===== config.mk =====
export PLATFORM = sky130hd
export DESIGN_NAME = i2c_register_access_master
export DESIGN_NICKNAME = d
export VERILOG_FILES = /design/src/i2cram_pkg.sv /design/src/i2c_register_access_master.sv /design/src/i2cram_seq.sv
export SDC_FILE = /design/constraint.sdc
export NUM_CORES = 1
export LEC_CHECK = 0
export BUFFER_PORTS_ARGS = -buffer_cell sky130_fd_sc_hd__buf_2
export CAP_MARGIN = 20
export CORE_MARGIN = 10
export CORE_UTILIZATION = 40
export CTS_BUF_LIST = sky130_fd_sc_hd__clkbuf_4
export DETAILED_ROUTE_END_ITERATION = 6
export GPL_ROUTABILITY_DRIVEN = 0
export SETUP_SLACK_MARGIN = 0.15
export SYNTH_ARGS = -nofsm -noshare
export SYNTH_HDL_FRONTEND = slang
export SYNTH_SLANG_ARGS = --single-unit

===== constraint.sdc =====
create_clock -name clk -period 10.9 [get_ports clk]
set_input_delay 2.18 -clock clk [delete_from_list [all_inputs] [get_ports clk]]
set_output_delay 2.18 -clock clk [all_outputs]
set_load 0.02 [all_outputs]

===== src/i2cram_pkg.sv =====
// i2cram_pkg: shared types and register indexes of the i2c register access master
// no dependencies; imported by i2cram_seq and i2c_register_access_master
`default_nettype none

package i2cram_pkg;

  // configuration register indexes
  localparam logic [1:0] CFG_TARGET_ADDR = 2'd0;
  localparam logic [1:0] CFG_HALF        = 2'd1;
  localparam logic [1:0] CFG_SS          = 2'd2;
  localparam logic [1:0] CFG_ACK_TO      = 2'd3;

  // reset values of the configuration registers
  localparam logic [6:0] TARGET_ADDR_RST = 7'd72;
  localparam logic [7:0] HALF_RST        = 8'd2;
  localparam logic [7:0] SS_RST          = 8'd4;
  localparam logic [7:0] ACK_TO_RST      = 8'd20;

  // configuration seen by the sequencer
  typedef struct packed {
    logic [6:0] target_addr;
    logic [7:0] half_ticks;
    logic [7:0] ss_ticks;
    logic [7:0] ack_to_ticks;
  } cfg_t;

  // one tick request
  typedef struct packed {
    logic        go;
    logic        opcode;
    logic [7:0]  reg_offset;
    logic [15:0] write_data;
    logic        sda_in;
  } item_t;

  // one tick result
  typedef struct packed {
    logic        scl;
    logic        sda_pull_low;
    logic        busy_res;
    logic        done_res;
    logic        nack_error;
    logic [15:0] read_value;
  } res_t;

endpackage

`default_nettype wire


===== src/i2c_register_access_master.sv =====
// i2c_register_access_master: top level with request register, result register
// and configuration registers; depends on i2cram_pkg and i2cram_seq
//
// channel  direction  handshake             payload
// in_      request    in_valid / in_stall   go, opcode, reg_offset, write_data, sda_in
// out_     result     out_valid / out_stall scl, sda_pull_low, busy_res, done_res,
//                                           nack_error, read_value
// cfg_     write      cfg_we                cfg_index, cfg_wdata
//
// one request per clock cycle unless the result stalls; each gives exactly one result
// throughput is set by the single sequencer step between request and result registers
// synchronous active-low reset empties both registers and idles the sequencer
// a stalled result holds; a new request is still taken while the request register
// drains into a free result slot
`default_nettype none

module i2c_register_access_master
  import i2cram_pkg::*;
#(
  parameter int REG_DATA_BYTES = 2
) (
  input  wire logic        clk,
  input  wire logic        rst_n,
  input  wire logic        in_valid,
  output logic             in_stall,
  input  wire logic        in_go,
  input  wire logic        in_opcode,
  input  wire logic [7:0]  in_reg_offset,
  input  wire logic [15:0] in_write_data,
  input  wire logic        in_sda_in,
  output logic             out_valid,
  input  wire logic        out_stall,
  output logic             out_scl,
  output logic             out_sda_pull_low,
  output logic             out_busy_res,
  output logic             out_done_res,
  output logic             out_nack_error,
  output logic [15:0]      out_read_value,
  input  wire logic        cfg_we,
  input  wire logic [1:0]  cfg_index,
  input  wire logic [7:0]  cfg_wdata
);

  cfg_t  cfg_r;
  logic  in_v_r;
  item_t item_r;
  logic  out_v_r;
  res_t  res_r;
  res_t  res;
  logic  step;

  // configuration registers
  always_ff @(posedge clk) begin
    if (!rst_n) begin
      cfg_r.target_addr  <= TARGET_ADDR_RST;
      cfg_r.half_ticks   <= HALF_RST;
      cfg_r.ss_ticks     <= SS_RST;
      cfg_r.ack_to_ticks <= ACK_TO_RST;
    end else if (cfg_we) begin
      unique case (cfg_index)
        CFG_TARGET_ADDR: cfg_r.target_addr  <= cfg_wdata[6:0];
        CFG_HALF:        cfg_r.half_ticks   <= cfg_wdata;
        CFG_SS:          cfg_r.ss_ticks     <= cfg_wdata;
        CFG_ACK_TO:      cfg_r.ack_to_ticks <= cfg_wdata;
        default: begin
        end
      endcase
    end
  end

  // handshake: the held request steps when the result slot is free or draining
  assign step     = in_v_r && (!out_v_r || !out_stall);
  assign in_stall = in_v_r && !step;

  // request register
  always_ff @(posedge clk) begin
    if (!rst_n) begin
      in_v_r <= 1'b0;
    end else if (!in_stall) begin
      in_v_r <= in_valid;
    end
  end

  always_ff @(posedge clk) begin
    if (in_valid && !in_stall) begin
      item_r.go         <= in_go;
      item_r.opcode     <= in_opcode;
      item_r.reg_offset <= in_reg_offset;
      item_r.write_data <= in_write_data;
      item_r.sda_in     <= in_sda_in;
    end
  end

  i2cram_seq #(
    .REG_DATA_BYTES (REG_DATA_BYTES)
  ) u_seq (
    .clk   (clk),
    .rst_n (rst_n),
    .step  (step),
    .item  (item_r),
    .cfg   (cfg_r),
    .res   (res)
  );

  // result register
  always_ff @(posedge clk) begin
    if (!rst_n) begin
      out_v_r <= 1'b0;
    end else if (step) begin
      out_v_r <= 1'b1;
    end else if (!out_stall) begin
      out_v_r <= 1'b0;
    end
  end

  always_ff @(posedge clk) begin
    if (step) begin
      res_r <= res;
    end
  end

  assign out_valid        = out_v_r;
  assign out_scl          = res_r.scl;
  assign out_sda_pull_low = res_r.sda_pull_low;
  assign out_busy_res     = res_r.busy_res;
  assign out_done_res     = res_r.done_res;
  assign out_nack_error   = res_r.nack_error;
  assign out_read_value   = res_r.read_value;

endmodule

`default_nettype wire


===== src/i2cram_seq.sv =====
// i2cram_seq: bus phase sequencer, one tick of bus activity per step
// depends on i2cram_pkg (cfg_t, item_t, res_t)
`default_nettype none

module i2cram_seq
  import i2cram_pkg::*;
#(
  parameter int REG_DATA_BYTES = 2
) (
  input  wire logic  clk,
  input  wire logic  rst_n,
  input  wire logic  step,
  input  wire item_t item,
  input  wire cfg_t  cfg,
  output res_t       res
);

  // phase codes
  localparam logic [3:0] PH_IDLE        = 4'd0;
  localparam logic [3:0] PH_START_SETUP = 4'd1;
  localparam logic [3:0] PH_START_HOLD  = 4'd2;
  localparam logic [3:0] PH_RS_PREP     = 4'd3;
  localparam logic [3:0] PH_TX_LOW      = 4'd4;
  localparam logic [3:0] PH_TX_HIGH     = 4'd5;
  localparam logic [3:0] PH_ACK_LOW     = 4'd6;
  localparam logic [3:0] PH_ACK_HIGH    = 4'd7;
  localparam logic [3:0] PH_RX_LOW      = 4'd8;
  localparam logic [3:0] PH_RX_HIGH     = 4'd9;
  localparam logic [3:0] PH_MACK_LOW    = 4'd10;
  localparam logic [3:0] PH_MACK_HIGH   = 4'd11;
  localparam logic [3:0] PH_STOP_LOW    = 4'd12;
  localparam logic [3:0] PH_STOP_HIGH   = 4'd13;
  localparam logic [3:0] PH_STOP_REL    = 4'd14;

  localparam logic [2:0] LAST_RX   = 3'(2 + REG_DATA_BYTES);
  localparam logic [3:0] LAST_BYTE = 4'(2 + REG_DATA_BYTES);
  localparam logic [2:0] DATA_N    = 3'(REG_DATA_BYTES);
  localparam logic [1:0] DATA_TOP  = 2'(REG_DATA_BYTES - 1);

  logic [3:0]  phase_r, phase_nxt;
  logic [7:0]  tick_r, tick_nxt;
  logic [2:0]  bit_r, bit_nxt;
  logic [2:0]  byte_r, byte_nxt;
  logic [7:0]  shift_r, shift_nxt;
  logic [15:0] rshift_r, rshift_nxt;
  logic        op_r, op_nxt;
  logic [7:0]  offset_r, offset_nxt;
  logic [15:0] value_r, value_nxt;
  logic [7:0]  to_r, to_nxt;
  logic        err_r, err_nxt;

  // byte to send for a given position in the transfer
  function automatic logic [7:0] byte_for(input logic [2:0] idx, input logic op,
                                          input logic [6:0] addr, input logic [7:0] offset,
                                          input logic [15:0] value);
    logic [31:0] wide;
    logic [2:0]  k;
    logic [1:0]  j;
    wide = {16'd0, value};
    k    = idx - 3'd2;
    j    = DATA_TOP - k[1:0];
    byte_for = 8'd0;
    if (idx == 3'd0) begin
      byte_for = {addr, 1'b0};
    end else if (idx == 3'd1) begin
      byte_for = offset;
    end else if (op) begin
      byte_for = {addr, 1'b1};
    end else if (k < DATA_N) begin
      byte_for = wide[8*j +: 8];
    end
  endfunction

  // next state and line levels for one tick
  always_comb begin
    logic [3:0] ph;
    logic [7:0] len;
    logic [7:0] to_lim;
    logic       over;
    logic [3:0] next_byte;
    phase_nxt  = phase_r;
    tick_nxt   = tick_r;
    bit_nxt    = bit_r;
    byte_nxt   = byte_r;
    shift_nxt  = shift_r;
    rshift_nxt = rshift_r;
    op_nxt     = op_r;
    offset_nxt = offset_r;
    value_nxt  = value_r;
    to_nxt     = to_r;
    err_nxt    = err_r;
    res        = '0;
    res.scl    = 1'b1;
    ph         = phase_r;

    // go is taken only while idle and starts the setup on the same tick
    if (phase_r == PH_IDLE && item.go) begin
      op_nxt     = item.opcode;
      offset_nxt = item.reg_offset;
      value_nxt  = item.write_data;
      err_nxt    = 1'b0;
      tick_nxt   = 8'd0;
      byte_nxt   = 3'd0;
      bit_nxt    = 3'd0;
      to_nxt     = 8'd0;
      ph         = PH_START_SETUP;
    end
    phase_nxt    = ph;
    res.busy_res = (ph != PH_IDLE);

    // phase length and end of phase
    if (ph == PH_START_SETUP || ph == PH_START_HOLD || ph == PH_STOP_LOW ||
        ph == PH_STOP_HIGH || ph == PH_STOP_REL) begin
      len = cfg.ss_ticks;
    end else begin
      len = cfg.half_ticks;
    end
    if (len == 8'd0) begin
      len = 8'd1;
    end
    over   = ({1'b0, tick_nxt} + 9'd1) >= {1'b0, len};
    to_lim = (cfg.ack_to_ticks == 8'd0) ? 8'd1 : cfg.ack_to_ticks;
    next_byte = {1'b0, byte_r} + 4'd1;

    unique case (ph)
      PH_IDLE: begin
      end
      PH_START_SETUP: begin
        tick_nxt = over ? 8'd0 : tick_nxt + 8'd1;
        if (over) begin
          phase_nxt = PH_START_HOLD;
        end
      end
      PH_START_HOLD: begin
        res.sda_pull_low = 1'b1;
        tick_nxt = over ? 8'd0 : tick_nxt + 8'd1;
        if (over) begin
          shift_nxt = byte_for(byte_nxt, op_nxt, cfg.target_addr, offset_nxt, value_nxt);
          bit_nxt   = 3'd0;
          phase_nxt = PH_TX_LOW;
        end
      end
      PH_RS_PREP: begin
        res.scl  = 1'b0;
        tick_nxt = over ? 8'd0 : tick_nxt + 8'd1;
        if (over) begin
          phase_nxt = PH_START_SETUP;
        end
      end
      PH_TX_LOW, PH_TX_HIGH: begin
        res.scl          = (ph == PH_TX_HIGH);
        res.sda_pull_low = ~shift_r[7];
        tick_nxt = over ? 8'd0 : tick_nxt + 8'd1;
        if (over) begin
          if (ph == PH_TX_LOW) begin
            phase_nxt = PH_TX_HIGH;
          end else if (bit_r == 3'd7) begin
            phase_nxt = PH_ACK_LOW;
          end else begin
            bit_nxt   = bit_r + 3'd1;
            shift_nxt = {shift_r[6:0], 1'b0};
            phase_nxt = PH_TX_LOW;
          end
        end
      end
      PH_ACK_LOW: begin
        res.scl  = 1'b0;
        tick_nxt = over ? 8'd0 : tick_nxt + 8'd1;
        if (over) begin
          to_nxt    = 8'd0;
          phase_nxt = PH_ACK_HIGH;
        end
      end
      PH_ACK_HIGH: begin
        // poll the acknowledge while scl stays high
        tick_nxt = 8'd0;
        if (!item.sda_in) begin
          if (!op_r) begin
            byte_nxt = next_byte[2:0];
            if (next_byte < LAST_BYTE) begin
              shift_nxt = byte_for(next_byte[2:0], op_r, cfg.target_addr, offset_r, value_r);
              bit_nxt   = 3'd0;
              phase_nxt = PH_TX_LOW;
            end else begin
              phase_nxt = PH_STOP_LOW;
            end
          end else if (next_byte < 4'd2) begin
            byte_nxt  = next_byte[2:0];
            shift_nxt = byte_for(next_byte[2:0], op_r, cfg.target_addr, offset_r, value_r);
            bit_nxt   = 3'd0;
            phase_nxt = PH_TX_LOW;
          end else if (next_byte == 4'd2) begin
            byte_nxt  = 3'd2;
            phase_nxt = PH_RS_PREP;
          end else begin
            byte_nxt  = 3'd3;
            bit_nxt   = 3'd0;
            phase_nxt = PH_RX_LOW;
          end
        end else begin
          to_nxt = to_r + 8'd1;
          if (to_nxt >= to_lim) begin
            err_nxt   = 1'b1;
            phase_nxt = PH_STOP_LOW;
          end
        end
      end
      PH_RX_LOW: begin
        res.scl  = 1'b0;
        tick_nxt = over ? 8'd0 : tick_nxt + 8'd1;
        if (over) begin
          phase_nxt = PH_RX_HIGH;
        end
      end
      PH_RX_HIGH: begin
        // sample on the last tick of the high phase
        tick_nxt = over ? 8'd0 : tick_nxt + 8'd1;
        if (over) begin
          rshift_nxt = {rshift_r[14:0], item.sda_in};
          if (bit_r == 3'd7) begin
            phase_nxt = PH_MACK_LOW;
          end else begin
            bit_nxt   = bit_r + 3'd1;
            phase_nxt = PH_RX_LOW;
          end
        end
      end
      PH_MACK_LOW, PH_MACK_HIGH: begin
        res.scl          = (ph == PH_MACK_HIGH);
        res.sda_pull_low = (byte_r < LAST_RX);
        tick_nxt = over ? 8'd0 : tick_nxt + 8'd1;
        if (over) begin
          if (ph == PH_MACK_LOW) begin
            phase_nxt = PH_MACK_HIGH;
          end else if (byte_r >= LAST_RX) begin
            phase_nxt = PH_STOP_LOW;
          end else begin
            byte_nxt  = byte_r + 3'd1;
            bit_nxt   = 3'd0;
            phase_nxt = PH_RX_LOW;
          end
        end
      end
      PH_STOP_LOW: begin
        res.scl          = 1'b0;
        res.sda_pull_low = 1'b1;
        tick_nxt = over ? 8'd0 : tick_nxt + 8'd1;
        if (over) begin
          phase_nxt = PH_STOP_HIGH;
        end
      end
      PH_STOP_HIGH: begin
        res.sda_pull_low = 1'b1;
        tick_nxt = over ? 8'd0 : tick_nxt + 8'd1;
        if (over) begin
          phase_nxt = PH_STOP_REL;
        end
      end
      PH_STOP_REL: begin
        tick_nxt = over ? 8'd0 : tick_nxt + 8'd1;
        if (over) begin
          res.done_res   = 1'b1;
          res.nack_error = err_nxt;
          phase_nxt      = PH_IDLE;
        end
      end
      default: begin
        phase_nxt = PH_IDLE;
        tick_nxt  = 8'd0;
      end
    endcase
    res.read_value = rshift_nxt;
  end

  // sequencer state, advanced once per request
  always_ff @(posedge clk) begin
    if (!rst_n) begin
      phase_r  <= PH_IDLE;
      tick_r   <= 8'd0;
      bit_r    <= 3'd0;
      byte_r   <= 3'd0;
      shift_r  <= 8'd0;
      rshift_r <= 16'd0;
      op_r     <= 1'b0;
      offset_r <= 8'd0;
      value_r  <= 16'd0;
      to_r     <= 8'd0;
      err_r    <= 1'b0;
    end else if (step) begin
      phase_r  <= phase_nxt;
      tick_r   <= tick_nxt;
      bit_r    <= bit_nxt;
      byte_r   <= byte_nxt;
      shift_r  <= shift_nxt;
      rshift_r <= rshift_nxt;
      op_r     <= op_nxt;
      offset_r <= offset_nxt;
      value_r  <= value_nxt;
      to_r     <= to_nxt;
      err_r    <= err_nxt;
    end
  end

  // a finished transaction always returns to idle
  a_done_idle: assert property (@(posedge clk) disable iff (!rst_n)
    step && res.done_res |=> phase_r == PH_IDLE)
    else $error("sequencer not idle after done");

  // the tick counter is clear whenever the bus is idle
  a_idle_tick: assert property (@(posedge clk) disable iff (!rst_n)
    phase_r == PH_IDLE |-> tick_r == 8'd0)
    else $error("tick counter not clear while idle");

  // a write transaction never disturbs the read shift register
  a_write_rshift: assert property (@(posedge clk) disable iff (!rst_n)
    step && !op_r && phase_r != PH_IDLE |=> $stable(rshift_r))
    else $error("read value changed during a write");

endmodule

`default_nettype wire

# Yosys cells after proc, flatten, opt, wreduce, memory -nomap -nowiden
# Index checks and enable logic that the tools add are counted.
[classes]
shifts = 2
reduce_logical = 33
n_div = 0
order_cmp = 8
muxes = 90
n_eq_ne = 29
n_bitwise = 1
addsub = 10
mul = 0
[op_table]
columns = ["op", "count"]
rows = [
  ["$mux W8", 26],
  ["$mux W4", 18],
  ["$mux W3", 23],
  ["$shiftx A32 B6 Y8", 2],
  ["$pmux W4 S13", 1],
  ["$mux W16", 3],
  ["$pmux W8 S2", 2],
  ["$eq A4 B4 Y1 const B", 7],
  ["$pmux W8 S3", 1],
  ["$add A8 B1 Y8 const B", 2],
  ["$eq A4 B3 Y1 const B", 4],
  ["$logic_not A8 Y1", 2],
  ["$pmux W3 S5", 1],
  ["$reduce_or A13 Y1", 1],
  ["$eq A4 B2 Y1 const B", 3],
  ["$reduce_and A2 Y1", 5],
  ["$add A8 B1 Y9 const B", 1],
  ["$ge A9 B8 Y1", 1],
  ["$reduce_and A9 Y1", 1],
  ["$ge A8 B8 Y1", 1],
  ["$logic_not A4 Y1", 2],
  ["$mux W1", 8],
  ["$mux W2", 4],
  ["$ne A2 B2 Y1 const B", 4],
  ["other kinds (30)", 50],
]
[word_totals]
latchBits = 0
out_inout_bits = 23
input_bits = 42
wordCells = 201
n_memories = 0
rom_bits = 0
reg_bits = 157
mem_bits_rw = 0

# Longest topological paths before layout
# Gate-level depths: netlist of run 1.
[logic_depth]
ltp_word = 14
mapped_depth = 19

# By module
# From an unflattened synthesis of run 1, not the netlist that was laid out.
[unflattened]
hier_cells = 873
hier_area_um2 = 8066.5
[modules_own_cells]
columns = ["mod", "n_inst", "seq_area_each_um2", "cells_each", "area_per_inst_um2"]
rows = [
  ["i2cram_seq", 1, 1521.5, 697, 5340.1],
  ["i2c_register_access_master", 1, 2102.0, 176, 2726.4],
]

# Worst setup path before layout of run 1
# OpenSTA, ideal clock, no wires.
[synth_timing]
path_type = "input to output"
start = "input out_stall"
end = "output in_stall"
required_ns = 8.720
stages = 1
arrival_time_ns = 2.466
setup_slack_ns = 6.254
path_buffers = 0
cell_sequence = "and3_1"
[synth_via]
elab_chain_len = 5
[synth_lines]
columns = ["element", "line", "rtl"]
rows = [
  ["start, declared", "i2c_register_access_master.sv:32", "input wire logic out_stall,"],
  ["$logic_not A1 Y1", "-", ""],
  ["$logic_or A1 B1 Y1", "i2c_register_access_master.sv:72", "assign step = in_v_r && (!out_v_r || !out_stall);"],
  ["$logic_and A1 B1 Y1", "i2c_register_access_master.sv:72", ""],
  ["$logic_not A1 Y1", "i2c_register_access_master.sv:73", "assign in_stall = in_v_r && !step;"],
  ["$logic_and A1 B1 Y1", "i2c_register_access_master.sv:73", ""],
  ["end, declared", "i2c_register_access_master.sv:25", "output logic in_stall,"],
]
# Every way passes these cells.

# Worst setup path after layout of run 1
[layout_timing]
start = "register u_seq.phase_r[0]"
end = "register u_seq.rshift_r[9]"
[layout_via]
elab_chain_len = 14
elab_cells_between_ends = 21
classes_between = "add/sub: 1; order compare: 1; eq/ne: 6; mux: 6; reduce/logical: 7"
[layout_lines]
columns = ["element", "line", "rtl"]
rows = [
  ["start, declared", "i2cram_seq.sv:40", "logic [3:0] phase_r, phase_nxt;"],
  ["start signal, assigned", "i2cram_seq.sv:290", "phase_r <= phase_nxt;"],
  ["$logic_not A4 Y1", "i2cram_seq.sv:97", "if (phase_r == PH_IDLE && item.go) begin"],
  ["$logic_and A1 B1 Y1", "i2cram_seq.sv:97", ""],
  ["$mux W4", "i2cram_seq.sv:97", ""],
  ["$eq A4 B1 Y1 / $eq A4 B2 Y1 (equally long branches)", "i2cram_seq.sv:112", "if (ph == PH_START_SETUP || ph == PH_START_HOLD || ph == PH_STOP_LOW ||"],
  ["$logic_or A1 B1 Y1 (3 in series)", "i2cram_seq.sv:112", ""],
  ["$logic_or A1 B1 Y1", "i2cram_seq.sv:113", "ph == PH_STOP_HIGH || ph == PH_STOP_REL) begin"],
  ["$mux W8", "i2cram_seq.sv:112", ""],
  ["$logic_not A8 Y1", "i2cram_seq.sv:118", "if (len == 8'd0) begin"],
  ["$mux W8", "i2cram_seq.sv:118", ""],
  ["$ge A9 B8 Y1", "i2cram_seq.sv:121", "over = ({1'b0, tick_nxt} + 9'd1) >= {1'b0, len};"],
  ["$mux W16", "i2cram_seq.sv:218", "if (over) begin"],
  ["$mux W16 *", "i2cram_seq.sv:125", "unique case (ph)"],
  ["end signal, assigned", "i2cram_seq.sv:295", "rshift_r <= rshift_nxt;"],
  ["end, declared", "i2cram_seq.sv:45", "logic [15:0] rshift_r, rshift_nxt;"],
]
# Mark *: on every way between the ends. The rest lies on a longest branch, timed or not.
# A chain may end at the register's enable or synchronous reset.

==> impl_results.md, run 1 <==
* P_int at 0.838 mW
* CTS Hold Bufs at 0
* Vias in the first global route at 6308
* Slew headroom at 34.8%
* Core footprint at 0.0196 sq mm
* Synth async-reset ratio at 0%
* Post-Route Utilization at 44.9%
* Fmax at 0.204 GHz
* Final instance area at 0.00880 sq mm
* Skew final at 19.8 ps
* Min Tclk post-route at 4900 ps
* PostCTS Resize Cnt at 0
* TritonCTS buffer count at 17
* Register bit total from synthesis at 157
* Chip Width at 161 um
* Commonest cells after routing, fill and taps aside: 159 x nand2_1, 109 x dfxtp_1, 70 x a21oi_1
* Avg Vias per Cell at 5.53
* Post-route DRC at 0
* Setup violations, final at 0
* Maxcap violations at 0
* Setup ws final at 6000 ps
* First-pass GRT wire length at 32.7 mm
* Commonest non-fill, non-tap cell in the layout: nand2_1
* Clock network fraction of design power at 33.2%
* Wire per inst at 16.5 um
* Largest net degree at the start of global routing at 75
* Post-route insts no fill at 1195
* Initial antenna violation count at 1
* CP Class: register to register
* ANT nets after route at 0
* Detailed Route Iter0 Violations at 637
* Synth Instances at 875
* Initial Utilization at 40.8%
* Clk buf depth at 2
* Crit end category: register
* Sink Count at 157
* Required time worst endpoint at 11380 ps
* Slew Limit Fails at 0
* Switch share at 28.1%
* Cell row count at 51
* Crit. Startpoint: u_seq.phase_r[0]
* Gr ovfl total at 0
* Layout cells sized above 1 at 15.2%
* Unrepaired setup endpoints after global routing: no
* Syn Area/Cell at 9.13 sq um
* Syn Std Cell Area at 0.00799 sq mm
* Final hold vios at 0
* GRT Util Overall at 15.3%
* Post-route clock period utilization at 44.9%
* Final Net Count at 981
* CP startpoint kind: register
* Post-CTS setup buffer count at 0
* CTS tree: done
* Reg clk slew, reported paths at 150 ps
* Worst R2R Start: u_seq.phase_r[0]
* HPWL Detailed at 13.8 mm
* Max IR drop VDD at 0.0758 mV
* Vias at 6608
* Leakage power at 3.36 nW
* Drt total wl at 19.8 mm
* Flop pwr share at 54.3%
* Top FF cell, synth: dfxtp_1
* HP Start: cfg_r[15]
* Placed instance area at 0.00847 sq mm
* Die Area at 0.0260 sq mm
* Clk root buf: clkbuf_4
* Syn_nets at 940
* Min-Delay Path Class: register to register
* First-pass iteration count of the detailed router at 5
* Register area share after synthesis at 45.3%
* Die Ht at 161 um
* Post-Route Setup TNS at 0 ps
* EDFF count, synth at 48
* Outcome: completed
* Synthesis-to-layout area growth at 10.1%
* Setup WS pre-CTS at 6000 ps
* Power Dens Cells at 132 mW/mm^2
* Ports at 65
* Worst slew pin tran at 977 ps
* Yosys warning count at 0
* Critical Path AT at 5380 ps
* Gate power share at 12.5%
* Port bufs at 64
* Crit path max fanout at 28
* Placed insts at 1160
* Clock latency on the worst-skew pair at 560 ps
* H-tree Lvls at 4
* P_sw at 0.327 mW
* Synth cell types at 66
## area by class of cell
type                            instances  area [sq um]
Fill cell                            1949         10800
Multi-Input combinational cell        642          4040
Sequential cell                       157          3620
Timing Repair Buffer                   76           410
Tap cell                              265           332
Clock inverter                         12           161
Clock buffer                           20           150
Inverter                               22          82.6
Antenna cell                            1          2.50
## critical path, stage by stage, from the launching register on
cell and delay [ps]:
dfxtp_1 330, buf_4 210, nor4_4 470, nand2_1 360, and2_1 290, ha_1 240, nand3_1 120, xor2_1 150
nor2_1 70, ha_1 350, nand3_1 150, nor3_1 90, a211o_1 390, o211ai_4 550, or2_1 760, mux2i_1 260
## power groups by stage
stage | combinational, mW | sequential, mW | clock, mW
floorplan | 0.0973 | 0.647 | 0
global placement | 0.142 | 0.646 | 0
detailed placement | 0.143 | 0.646 | 0
CTS | 0.143 | 0.633 | 0.402
global route | 0.162 | 0.635 | 0.425
finish | 0.146 | 0.633 | 0.386
## cell usage after synthesis, types with 7 or more instances
library cell	n	area, sq um
a31oi_1	9	56.3
nand3_1	18	90.1
nand2b_1	8	50.1
nor2_1	62	233
and3_1	8	50.1
nand2_1	159	597
dfxtp_1	109	2180
edfxtp_1	48	1440
a32o_1	7	70.1
o211ai_1	11	82.6
ha_1	23	288
mux2_2	18	203
nand4_1	7	43.8
nor2b_1	13	81.3
a22oi_1	8	60.1
o21ai_0	41	205
nor3_1	12	60.1
mux2i_1	51	510
a21oi_1	70	350
and2_1	7	43.8
inv_1	21	78.8
a221oi_1	9	78.8
xor2_1	8	70.1
clkbuf_1	38	143
a311oi_1	9	78.8
## path summary, 6_finish.rpt
path,to,slack [ps],depth (start not counted)
worst max-delay path,u_seq.rshift_r[9],6000,15
worst min-delay path,cfg_r[15],460,2
worst max register to register,u_seq.rshift_r[9],6000,15
worst min register to register,cfg_r[15],460,2
## sequential cells by signal, indices dropped and copies added, names as in the netlist
name and flops:
cfg_r 31, item_r 27, out_read_value 16, u_seq.rshift_r 16, u_seq.value_r 16, u_seq.offset_r 8
u_seq.shift_r 8, u_seq.tick_r 8, u_seq.to_r 8, u_seq.phase_r 4, u_seq.bit_r 3, u_seq.byte_r 3
in_v_r 1, out_busy_res 1, out_done_res 1, out_nack_error 1, out_scl 1, out_sda_pull_low 1
out_valid 1, u_seq.err_r 1, u_seq.op_r 1
## logic make-up (layout without fill, tap and decap cells)
logic type	after synthesis	after routing	synth area share (%)
XOR/XNOR	13	13	1.42
buffers and inverters	76	130	4.18
AO/OA/AOI/OAI	223	223	18.8
AND/OR/NAND/NOR	314	314	17.7
adder cells (fa/ha/maj)	23	23	3.60
multiplexers	69	69	8.92
flip-flops	157	157	45.3
other	0	1	0
## through the flow
step	hold slack (ps)	power, mW
after detailed placement	447	0.789
after global placement	443	0.788
after floorplan	435	0.744
after CTS	465	1.18
after global routing	487	1.22
final	465	1.16
## per-layer routing
layer,up-vias,wire length [um],track usage [%]
met4,0,321,5.05
met2,218,8760,22.5
li1,3280,-,-
met5,-,0,0
met1,3087,9570,21.3
met3,23,1130,3.84
Note: power is estimated with default switching activity, not from simulation.
==> inputs of run 2 (changes only) <==
==> constraint.sdc (replaced) <==
create_clock -name clk -period 4.55 [get_ports clk]
set_input_delay 0.91 -clock clk [delete_from_list [all_inputs] [get_ports clk]]
set_output_delay 0.91 -clock clk [all_outputs]
set_load 0.02 [all_outputs]
==> impl_results.md, run 2 (synthesized netlist as in run 1, its figures left out) <==
* HPWL Detailed at 14.3 mm
* Core footprint at 0.0196 sq mm
* Avg Vias per Cell at 5.52
* Outcome: completed
* ANT nets after route at 0
* Wire per inst at 16.5 um
* Commonest non-fill, non-tap cell in the layout: nand2_1
* Post-CTS setup buffer count at 0
* Flip-flop count of the largest register after layout at 31
* Largest regs: cfg_r x31, item_r x27
* CP Class: register to register
* Layout cells sized above 1 at 16.1%
* Vias at 6662
* Post-route DRC at 0
* Die Ht at 161 um
* Worst slew pin tran at 903 ps
* CP startpoint kind: register
* First-pass iteration count of the detailed router at 6
* Gate power share at 13.4%
* P_sw at 0.833 mW
* Largest Register: cfg_r
* Reg clk slew, reported paths at 150 ps
* CTS tree: done
* Post-Route Utilization at 45.1%
* Leakage power at 3.40 nW
* Gr ovfl total at 0
* Maxcap violations at 0
* HP Start: cfg_r[1]
* Largest net degree at the start of global routing at 40
* Critical Path AT at 4540 ps
* Initial Utilization at 40.8%
* Slew Limit Fails at 0
* Initial antenna violation count at 1
* PostCTS Resize Cnt at 0
* Cell row count at 51
* Power Dens Cells at 304 mW/mm^2
* Switch share at 31.1%
* Min-Delay Path Class: register to register
* Port bufs at 64
* RR Endpoint: u_seq.rshift_r[13]
* Max IR drop VDD at 0.146 mV
* Flop-to-flop setup slack at 520 ps
* CP peak stage delay at 730 ps
* Hold EP: cfg_r[1]
* Min Tclk post-route at 4030 ps
* Fmax at 0.248 GHz
* Ports at 65
* Layout fillers at 1979
* Worst path slowest cell: or2_1
* Post-route clock period utilization at 88.6%
* Crit end category: register
* Final hold vios at 0
* H-tree Lvls at 4
* Drt total wl at 20.0 mm
* Top cell family by delay on the critical path: simple AND/OR/NAND/NOR gates
* Chip Width at 161 um
* Required time worst endpoint at 5060 ps
* P_int at 1.85 mW
* Clock network fraction of design power at 29.9%
* Unrepaired setup endpoints after global routing: no
* Worst R2R Start: u_seq.phase_r[2]
* Setup violations, final at 0
* Cells along the critical path: nor4_4 -> nand2_1 -> and2_1 -> ha_1 -> nand3_1 -> xor2_1 -> nor2_1 -> ha_1 -> nand3_1 -> nor3_1 -> a211o_1 -> o211ai_4 -> or2_1 -> mux2i_1
* Final Net Count at 992
* Die Area at 0.0260 sq mm
* CTS Hold Bufs at 0
* Flop pwr share at 56.7%
* First-pass GRT wire length at 32.9 mm
* Post-Route Setup TNS at 0 ps
* Sink Count at 157
* Synthesis-to-layout area growth at 10.5%
* Clk buf depth at 2
* Clk root buf: clkbuf_4
* Detailed Route Iter0 Violations at 754
* R2r worst-path depth at 14
* Crit path max fanout at 16
* Vias in the first global route at 6310
* GRT Util Overall at 15.4%
* TritonCTS buffer count at 17
* Buf+Inv Stages, Crit Path at 0
* Commonest cells after routing, fill and taps aside: 159 x nand2_1, 109 x dfxtp_1, 70 x a21oi_1
* Clock latency on the worst-skew pair at 580 ps
* Slew headroom at 39.8%
* Skew final at 16.6 ps
* Worst Hold Depth at 2
[run 2: cell count changes in the layout (fill, tap and decap cells not counted), sizes merged]
cell / delta
buf: +11
bufinv: -3
clkbuf: -3
clkinv: +3
clkinvlp: -2
inv: +5
[run 2: layout make-up]
class                           instances  area, sq um  area share (%)
Sequential cell                       157         3620            41.0
Antenna cell                            1         2.50          0.0283
Inverter                               22         82.6           0.935
Clock inverter                         15          131            1.49
Clock buffer                           17          128            1.45
Multi-Input combinational cell        642         4040            45.7
Timing Repair Buffer                   87          493            5.58
Tap cell                              265          332            3.76
[run 2: worst max path at each step]
| stage | startpoint | endpoint | slack (ps) | cells past startpoint |
|---|---|---|---|---|
| 6_report | u_seq.phase_r[2] | u_seq.rshift_r[13] | 520 | 14 |
| 4_1_cts | u_seq.phase_r[2] | u_seq.rshift_r[13] | 510 | 14 |
| 5_1_grt | u_seq.phase_r[2] | out_nack_error | 220 | 14 |
| 3_3_place_gp | u_seq.phase_r[2] | u_seq.rshift_r[6] | 690 | 14 |
| 3_5_place_dp | u_seq.phase_r[2] | u_seq.rshift_r[3] | 570 | 14 |
| 2_1_floorplan | u_seq.phase_r[0] | u_seq.rshift_r[10] | 770 | 18 |
[run 2: metal layers]
layer / global-route usage, % / part of all wire (%) / vias to the layer above / routed length [um]
met3: 3.71 / 5.9 / 45 / 1170
li1: - / - / 3307 / -
met2: 23.3 / 44 / 233 / 8800
met5: 0 / 0 / - / 0
met4: 5.62 / 2.5 / 0 / 508
met1: 20.7 / 47 / 3077 / 9480
[run 2: tightest hold or removal path: stages (launching register included)]
cell and delay [ps]:
dfxtp_1 330, nand2_1 50, a21oi_1 50
[run 2: stage by stage]
stage | instance area (sq um) | worst slack [ps] | instances | hold slack (ps) | total power [mW]
2_1_floorplan | 7990 | 771 | 875 | 435 | 1.78
4_1_cts | 8830 | 512 | 1205 | 443 | 2.70
3_5_place_dp | 8570 | 574 | 1173 | 449 | 1.90
5_1_grt | 8830 | 220 | 1206 | 422 | 2.81
6_report | 8830 | 519 | 1206 | 464 | 2.68
3_3_place_gp | 8570 | 694 | 1173 | 444 | 1.90
[run 2: power groups by stage]
stage	Sequential [mW]	Combinational [mW]	Clock, mW
5_1_grt	1.52	0.393	0.888
4_1_cts	1.52	0.356	0.828
3_5_place_dp	1.55	0.354	0
2_1_floorplan	1.55	0.233	0
3_3_place_gp	1.55	0.353	0
6_report	1.52	0.359	0.802
